File: src/rtl/rcpw_pkg.sv
// Shared types and constants for the RC pulse width window switch.
`default_nettype none

package rcpw_pkg;

    localparam int CFG_DATA_BITS = 16;
    localparam int CFG_INDEX_BITS = 3;
    localparam int WIDTH_BITS = 16;
    localparam int SPAN_BITS = 8;
    localparam int NUM_CH = 3;

    // Register indexes of the configuration port
    localparam logic [CFG_INDEX_BITS-1:0] REG_LOW_LIMIT = 3'd0;
    localparam logic [CFG_INDEX_BITS-1:0] REG_HIGH_LIMIT = 3'd1;
    localparam logic [CFG_INDEX_BITS-1:0] REG_CH0_WINDOW_START = 3'd2;
    localparam logic [CFG_INDEX_BITS-1:0] REG_CH1_WINDOW_START = 3'd3;
    localparam logic [CFG_INDEX_BITS-1:0] REG_WINDOW_SPAN = 3'd4;
    localparam logic [CFG_INDEX_BITS-1:0] REG_CH2_THRESHOLD = 3'd5;

    // Reset values of the configuration registers
    localparam logic [WIDTH_BITS-1:0] LOW_LIMIT_RESET = 16'd283;
    localparam logic [WIDTH_BITS-1:0] HIGH_LIMIT_RESET = 16'd480;
    localparam logic [WIDTH_BITS-1:0] CH0_WINDOW_START_RESET = 16'd380;
    localparam logic [WIDTH_BITS-1:0] CH1_WINDOW_START_RESET = 16'd377;
    localparam logic [SPAN_BITS-1:0] WINDOW_SPAN_RESET = 8'd3;
    localparam logic [WIDTH_BITS-1:0] CH2_THRESHOLD_RESET = 16'd283;

    localparam logic [NUM_CH-1:0] SWITCH_RESET = 3'b011;

    // Decision limits handed to one channel
    typedef struct packed {
        logic [WIDTH_BITS-1:0] low_limit;
        logic [WIDTH_BITS-1:0] high_limit;
        logic [WIDTH_BITS-1:0] window_start;
        logic [SPAN_BITS-1:0]  window_span;
        logic [WIDTH_BITS-1:0] threshold;
    } ch_cfg_t;

endpackage

`default_nettype wire

File: src/rtl/rcpw_channel.sv
// One pulse channel: edge detect, rise stamp, width measurement and switch decision.
`default_nettype none

module rcpw_channel #(
    parameter int COUNT_BITS = 16,
    parameter bit THRESH_MODE = 1'b0,
    parameter bit SWITCH_INIT = 1'b0
) (
    input  wire logic                           clk,
    input  wire logic                           rst_n,
    input  wire logic                           step,
    input  wire logic                           level,
    input  wire logic [COUNT_BITS-1:0]          tick,
    input  wire rcpw_pkg::ch_cfg_t              cfg,
    output logic                                switch_next,
    output logic                                done,
    output logic [rcpw_pkg::WIDTH_BITS-1:0]     width_next
);

    localparam int CMP_BITS = (COUNT_BITS > rcpw_pkg::WIDTH_BITS + 1) ?
                              COUNT_BITS : rcpw_pkg::WIDTH_BITS + 1;

    logic                       prev_reg;
    logic                       in_pulse_reg;
    logic [COUNT_BITS-1:0]      rise_stamp_reg;
    logic [COUNT_BITS-1:0]      last_width_reg;
    logic                       switch_reg;

    logic                       rise;
    logic                       fall;
    logic [COUNT_BITS-1:0]      width;
    logic [CMP_BITS-1:0]        width_ext;
    logic [rcpw_pkg::WIDTH_BITS:0] window_top;
    logic                       in_window;
    logic                       hit;
    logic [COUNT_BITS-1:0]      last_width_next;

    assign rise = level & ~prev_reg & ~in_pulse_reg;
    assign fall = ~level & prev_reg & in_pulse_reg;
    assign width = tick - rise_stamp_reg;
    assign width_ext = CMP_BITS'(width);

    // Window top is formed one bit wider so it never wraps
    assign window_top = (rcpw_pkg::WIDTH_BITS + 1)'(cfg.window_start)
                      + (rcpw_pkg::WIDTH_BITS + 1)'(cfg.window_span);
    assign in_window = (width_ext >= CMP_BITS'(cfg.window_start))
                    && (width_ext <= CMP_BITS'(window_top));

    always_comb
    begin
        if (THRESH_MODE)
        begin
            hit = width_ext > CMP_BITS'(cfg.threshold);
        end
        else
        begin
            hit = in_window
               || (width_ext < CMP_BITS'(cfg.low_limit))
               || (width_ext > CMP_BITS'(cfg.high_limit));
        end
    end

    assign done = fall;
    assign switch_next = fall ? hit : switch_reg;
    assign last_width_next = fall ? width : last_width_reg;

    // Report width saturated to the output field
    generate
        if (COUNT_BITS > rcpw_pkg::WIDTH_BITS)
        begin : g_sat
            assign width_next = (|last_width_next[COUNT_BITS-1:rcpw_pkg::WIDTH_BITS]) ?
                                {rcpw_pkg::WIDTH_BITS{1'b1}} :
                                last_width_next[rcpw_pkg::WIDTH_BITS-1:0];
        end
        else
        begin : g_ext
            assign width_next = rcpw_pkg::WIDTH_BITS'(last_width_next);
        end
    endgenerate

    always_ff @(posedge clk or negedge rst_n)
    begin
        if (!rst_n)
        begin
            prev_reg       <= 1'b0;
            in_pulse_reg   <= 1'b0;
            rise_stamp_reg <= '0;
            last_width_reg <= '0;
            switch_reg     <= SWITCH_INIT;
        end
        else if (step)
        begin
            prev_reg       <= level;
            last_width_reg <= last_width_next;
            switch_reg     <= switch_next;
            if (rise)
            begin
                rise_stamp_reg <= tick;
                in_pulse_reg   <= 1'b1;
            end
            else if (fall)
            begin
                in_pulse_reg <= 1'b0;
            end
        end
    end

endmodule

`default_nettype wire

File: src/rtl/rc_pulse_width_window_switch_core.sv
// Latency: a result appears in the cycle after its tick transaction is accepted.
// Throughput: one tick per cycle; the result register lets a new tick in
// whenever it is empty or being drained in the same cycle.
// Reset: tick count, edge state and widths clear, switches go to 011,
// configuration registers take their default limits.
`default_nettype none

module rc_pulse_width_window_switch_core #(
    parameter int COUNT_BITS = 16
) (
    input  wire logic                                   clk,
    input  wire logic                                   rst_n,
    input  wire logic                                   cfg_we,
    input  wire logic [rcpw_pkg::CFG_INDEX_BITS-1:0]    cfg_index,
    input  wire logic [rcpw_pkg::CFG_DATA_BITS-1:0]     cfg_data,
    input  wire logic                                   in_valid,
    output logic                                        in_stall,
    input  wire logic [rcpw_pkg::NUM_CH-1:0]            pin_levels,
    output logic                                        out_valid,
    input  wire logic                                   out_stall,
    output logic [rcpw_pkg::NUM_CH-1:0]                 switch_bits,
    output logic [rcpw_pkg::NUM_CH-1:0]                 measured_mask,
    output logic [rcpw_pkg::WIDTH_BITS-1:0]             width_ch0,
    output logic [rcpw_pkg::WIDTH_BITS-1:0]             width_ch1,
    output logic [rcpw_pkg::WIDTH_BITS-1:0]             width_ch2
);

    logic [rcpw_pkg::WIDTH_BITS-1:0] low_limit_reg;
    logic [rcpw_pkg::WIDTH_BITS-1:0] high_limit_reg;
    logic [rcpw_pkg::WIDTH_BITS-1:0] ch0_start_reg;
    logic [rcpw_pkg::WIDTH_BITS-1:0] ch1_start_reg;
    logic [rcpw_pkg::SPAN_BITS-1:0]  span_reg;
    logic [rcpw_pkg::WIDTH_BITS-1:0] ch2_thresh_reg;

    logic [COUNT_BITS-1:0]           tick_reg;
    logic                            out_valid_reg;
    logic [rcpw_pkg::NUM_CH-1:0]     switch_reg;
    logic [rcpw_pkg::NUM_CH-1:0]     mask_reg;
    logic [rcpw_pkg::WIDTH_BITS-1:0] width0_reg;
    logic [rcpw_pkg::WIDTH_BITS-1:0] width1_reg;
    logic [rcpw_pkg::WIDTH_BITS-1:0] width2_reg;

    logic                            take;
    logic                            out_valid_next;
    rcpw_pkg::ch_cfg_t               cfg0;
    rcpw_pkg::ch_cfg_t               cfg1;
    rcpw_pkg::ch_cfg_t               cfg2;
    logic [rcpw_pkg::NUM_CH-1:0]     switch_next;
    logic [rcpw_pkg::NUM_CH-1:0]     done;
    logic [rcpw_pkg::WIDTH_BITS-1:0] width0_next;
    logic [rcpw_pkg::WIDTH_BITS-1:0] width1_next;
    logic [rcpw_pkg::WIDTH_BITS-1:0] width2_next;

    assign in_stall = out_valid_reg & out_stall;
    assign take = in_valid & ~in_stall;
    assign out_valid_next = take | (out_valid_reg & out_stall);

    assign cfg0 = '{low_limit: low_limit_reg, high_limit: high_limit_reg,
                    window_start: ch0_start_reg, window_span: span_reg,
                    threshold: ch2_thresh_reg};
    assign cfg1 = '{low_limit: low_limit_reg, high_limit: high_limit_reg,
                    window_start: ch1_start_reg, window_span: span_reg,
                    threshold: ch2_thresh_reg};
    assign cfg2 = '{low_limit: low_limit_reg, high_limit: high_limit_reg,
                    window_start: ch0_start_reg, window_span: span_reg,
                    threshold: ch2_thresh_reg};

    rcpw_channel #(
        .COUNT_BITS  (COUNT_BITS),
        .THRESH_MODE (1'b0),
        .SWITCH_INIT (rcpw_pkg::SWITCH_RESET[0])
    ) u_ch0 (
        .clk         (clk),
        .rst_n       (rst_n),
        .step        (take),
        .level       (pin_levels[0]),
        .tick        (tick_reg),
        .cfg         (cfg0),
        .switch_next (switch_next[0]),
        .done        (done[0]),
        .width_next  (width0_next)
    );

    rcpw_channel #(
        .COUNT_BITS  (COUNT_BITS),
        .THRESH_MODE (1'b0),
        .SWITCH_INIT (rcpw_pkg::SWITCH_RESET[1])
    ) u_ch1 (
        .clk         (clk),
        .rst_n       (rst_n),
        .step        (take),
        .level       (pin_levels[1]),
        .tick        (tick_reg),
        .cfg         (cfg1),
        .switch_next (switch_next[1]),
        .done        (done[1]),
        .width_next  (width1_next)
    );

    rcpw_channel #(
        .COUNT_BITS  (COUNT_BITS),
        .THRESH_MODE (1'b1),
        .SWITCH_INIT (rcpw_pkg::SWITCH_RESET[2])
    ) u_ch2 (
        .clk         (clk),
        .rst_n       (rst_n),
        .step        (take),
        .level       (pin_levels[2]),
        .tick        (tick_reg),
        .cfg         (cfg2),
        .switch_next (switch_next[2]),
        .done        (done[2]),
        .width_next  (width2_next)
    );

    // Configuration writes; unknown indexes are dropped
    always_ff @(posedge clk or negedge rst_n)
    begin
        if (!rst_n)
        begin
            low_limit_reg  <= rcpw_pkg::LOW_LIMIT_RESET;
            high_limit_reg <= rcpw_pkg::HIGH_LIMIT_RESET;
            ch0_start_reg  <= rcpw_pkg::CH0_WINDOW_START_RESET;
            ch1_start_reg  <= rcpw_pkg::CH1_WINDOW_START_RESET;
            span_reg       <= rcpw_pkg::WINDOW_SPAN_RESET;
            ch2_thresh_reg <= rcpw_pkg::CH2_THRESHOLD_RESET;
        end
        else if (cfg_we)
        begin
            unique case (cfg_index)
                rcpw_pkg::REG_LOW_LIMIT:        low_limit_reg  <= cfg_data;
                rcpw_pkg::REG_HIGH_LIMIT:       high_limit_reg <= cfg_data;
                rcpw_pkg::REG_CH0_WINDOW_START: ch0_start_reg  <= cfg_data;
                rcpw_pkg::REG_CH1_WINDOW_START: ch1_start_reg  <= cfg_data;
                rcpw_pkg::REG_WINDOW_SPAN:
                    span_reg <= cfg_data[rcpw_pkg::SPAN_BITS-1:0];
                rcpw_pkg::REG_CH2_THRESHOLD:    ch2_thresh_reg <= cfg_data;
                default:
                begin
                end
            endcase
        end
    end

    // Tick counter and result register
    always_ff @(posedge clk or negedge rst_n)
    begin
        if (!rst_n)
        begin
            tick_reg      <= '0;
            out_valid_reg <= 1'b0;
        end
        else
        begin
            out_valid_reg <= out_valid_next;
            if (take)
            begin
                tick_reg <= tick_reg + COUNT_BITS'(1);
            end
        end
    end

    always_ff @(posedge clk)
    begin
        if (take)
        begin
            switch_reg <= switch_next;
            mask_reg   <= done;
            width0_reg <= width0_next;
            width1_reg <= width1_next;
            width2_reg <= width2_next;
        end
    end

    assign out_valid     = out_valid_reg;
    assign switch_bits   = switch_reg;
    assign measured_mask = mask_reg;
    assign width_ch0     = width0_reg;
    assign width_ch1     = width1_reg;
    assign width_ch2     = width2_reg;

endmodule

`default_nettype wire

File: config.mk
export PLATFORM = sky130hd
export DESIGN_NAME = rc_pulse_width_window_switch_core
export DESIGN_NICKNAME = d
export VERILOG_FILES = /design/src/rtl/rcpw_pkg.sv /design/src/rtl/rcpw_channel.sv /design/src/rtl/rc_pulse_width_window_switch_core.sv
export SDC_FILE = /design/constraint.sdc
export NUM_CORES = 1
export LEC_CHECK = 0
export BUFFER_PORTS_ARGS = -buffer_cell sky130_fd_sc_hd__buf_4
export CORE_MARGIN = 2
export CORE_UTILIZATION = 55
export CTS_BUF_LIST = sky130_fd_sc_hd__clkbuf_8
export DETAILED_ROUTE_END_ITERATION = 8
export PLACE_DENSITY = 0.7
export SETUP_SLACK_MARGIN = 0.5
export SLEW_MARGIN = 20
export SYNTH_ARGS = -nofsm -noshare
export SYNTH_HDL_FRONTEND = slang
export SYNTH_SLANG_ARGS = --single-unit
File: constraint.sdc
create_clock -name clk -period 14.5 [get_ports clk]
set_clock_uncertainty 0.1 [all_clocks]
set_input_delay 1.45 -clock clk [delete_from_list [all_inputs] [get_ports clk]]
set_output_delay 1.45 -clock clk [all_outputs]
set_load 0.01 [all_outputs]
==> flow_metrics.tcl <==
set metrics [dict create \
    status "completed" \
    ys_top_cells_by_count "199 x nand2_1, 198 x ha_1, 180 x dfrtp_1" \
    via_per_inst 5.67 \
    ys.flop_type "dfrtp_1" \
    n_antenna_cell 0 \
    drtIter0Drc 862 \
    min_path_type "flop to flop" \
    grt_first_pass_wirelength_mm 63.9 \
    critPathKind "flop to flop" \
    gp_congestion 0.917 \
    place_area_um2 17500 \
    worstMarginPinSlew_ps 974 \
    multi_input_area_um2 8710 \
    synth_cell_types 70 \
    hold_viol_final 0 \
    synth_edf_count 54 \
    area_delta_synth_final_pct 11.8 \
    crit_slowest_cell "dfrtp_1" \
    clock_latency_ps 550 \
    die_area_um2 31300 \
    fillers 2486 \
    clk_pin_slew_ps 70 \
    relSlewSlack_pct 34.7 \
    ys_seq_area_share_pct 42.1 \
    ys_seq_elements 264 \
    cp-end-kind "flop" \
    syn_inst 1643 \
    gr-total-overflow 0 \
    fin_crit_sh_pct 37.3 \
    synth_area_leader_cell "dfrtp_1" \
    row_count 63 \
    cts_tree "yes" \
    async_reset_ff_share_pct 79.5 \
    cpLargestDelayFamily "compound AO/OA/AOI/OAI gates" \
    drt-pass1-iter-count 6 \
    core_area_um2 29600 \
    drc_errors 0 \
    grt_start_max_net_pins 75 \
    antenna_found_initial 0 \
    drive_above_1_share_pct 18.1 \
    fin_setup_tns_ps 0 \
    grt_pass1_vias 11953 \
    io_pins 83 \
    cp.required_ps 14740 \
    crit_chain "ha_1, nor2b_1, o21ai_0, a21oi_1, o41ai_1, o21ai_0, o41ai_1, xnor2_1, ha_1, a21o_1, a2111oi_0, nand4_1, a21oi_1, or4_1, nor3_1, a32o_1, a2111oi_1" \
    synth_most_common_cell "nand2_1" \
    cts_hold_buf 0 \
    vias 12285 \
    syn_area_um2 16400 \
    max_clock_freq_mhz 185 \
    maxCapViolCount 0 \
    post_cts_buffers 0 \
    avgRoutedWirePerCell_um 18.5 \
    clockRootBuffer "clkbuf_8" \
    die_w_um 177 \
    setup_viol 0 \
    synth_top_area_share_pct 27.4 \
    initial_core_util_pct 55.6 \
    routed_wl_mm 40.0 \
    numCtsBuffers 45 \
    antenna_left 0 \
    yosys_warnings 0 \
    rsz0062_at_grt "false" \
    period_needed_ps 5410 \
    fin_nets 1969 \
    seq_area_um2 6910 \
    slowest_delay_ps 740 \
    avgSynthCellArea_um2 10.0 \
    synth_area_leaders "dfrtp_1 27%, ha_1 15%, edfxtp_1 9.9%" \
    cts_sinks 264 \
    crit_arrival_ps 5650 \
    stdcell_count 2165 \
    drv_slew 0 \
    crit_fanout 16 \
    start_kind "flop" \
    cts_resized 0 \
    grt_use_total_pct 26.4 \
    dpl.hpwl_mm 29.9 \
    clockBufferDepth 3 \
    portBuffers 82 \
    cts.htree.levels 2 \
    syn_nets 1873 \
    place_inst 2082 \
    die_h_um 177 \
    critPathBufInv 0 \
    fin_area_um2 18400 \
]
-- final cells by class --
class / count / area share (%)
Sequential cell: 264 / 37.6
Inverter: 180 / 3.68
Multi-Input combinational cell: 1159 / 47.4
Timing Repair Buffer: 89 / 3.67
Clock inverter: 37 / 1.50
Tap cell: 390 / 2.66
Clock buffer: 46 / 3.45
-- routing by layer --
layer / vias to the layer above / routed length [um] / GRT usage, %
met5: - / 0 / 0
met4: 0 / 1430 / 10.1
met3: 80 / 1970 / 4.12
met2: 306 / 17900 / 41.3
met1: 5907 / 18700 / 37.0
li1: 5992 / - / -
-- worst min-delay path: stages (launching register included) --
cell and delay (ps):
dfstp_2 370, nand2_1 50, o21ai_1 50
-- stage by stage --
step	util (%)	setup slack, ps	hold WS (ps)
after floorplan	-	9780	346
after global placement	59.1	9220	352
after detailed placement	59.1	9020	369
after CTS	62.1	9020	377
after global routing	62.1	8620	396
final	62.1	9090	379
-- cell families (layout without fill, tap and decap cells) --
kind of cell    count (synthesis)  count (layout)  share of synthesized area, %
buf+inv                       220             352                          5.03
xor+xnor                       83              83                          4.47
mux                           116             116                          7.93
flops                         264             264                          42.1
simple gates                  398             398                          11.2
compound gates                357             357                          13.5
fa+ha+maj                     205             205                          15.8
-- worst paths after layout --
kind / from / endpoint / slack (ps) / depth (start not counted)
hold reg to reg: u_ch1.switch_reg / u_ch1.switch_reg / 380 / 2
min in group asynchronous: rst_n / u_ch0.last_width_reg[7] / 820 / 1
setup / recovery: tick_reg[1] / switch_bits[0] / 9090 / 17
hold / removal: u_ch1.switch_reg / u_ch1.switch_reg / 380 / 2
setup reg to reg: tick_reg[1] / switch_bits[0] / 9090 / 17
max in group asynchronous: rst_n / ch2_thresh_reg[7] / 12050 / 2
-- cells in the final DEF (no fill, tap or decap), types with 13 or more instances in the layout --
master,count
inv_1,187
nand4_1,19
nand3_1,40
o21ai_0,155
a21o_1,32
clkbuf_8,47
edfxtp_1,54
buf_4,88
nor2_1,45
a21oi_1,57
nand2_1,199
dfrtp_1,180
xnor2_1,65
mux2_2,113
and3_1,13
ha_1,198
dfstp_2,30
nor2b_1,16
o21a_1,16
nor3_1,16
xor2_1,17
Power is left out: the tool's default activity adds up to more than one toggle a clock period on the data nets, which glitch-free logic cannot reach.
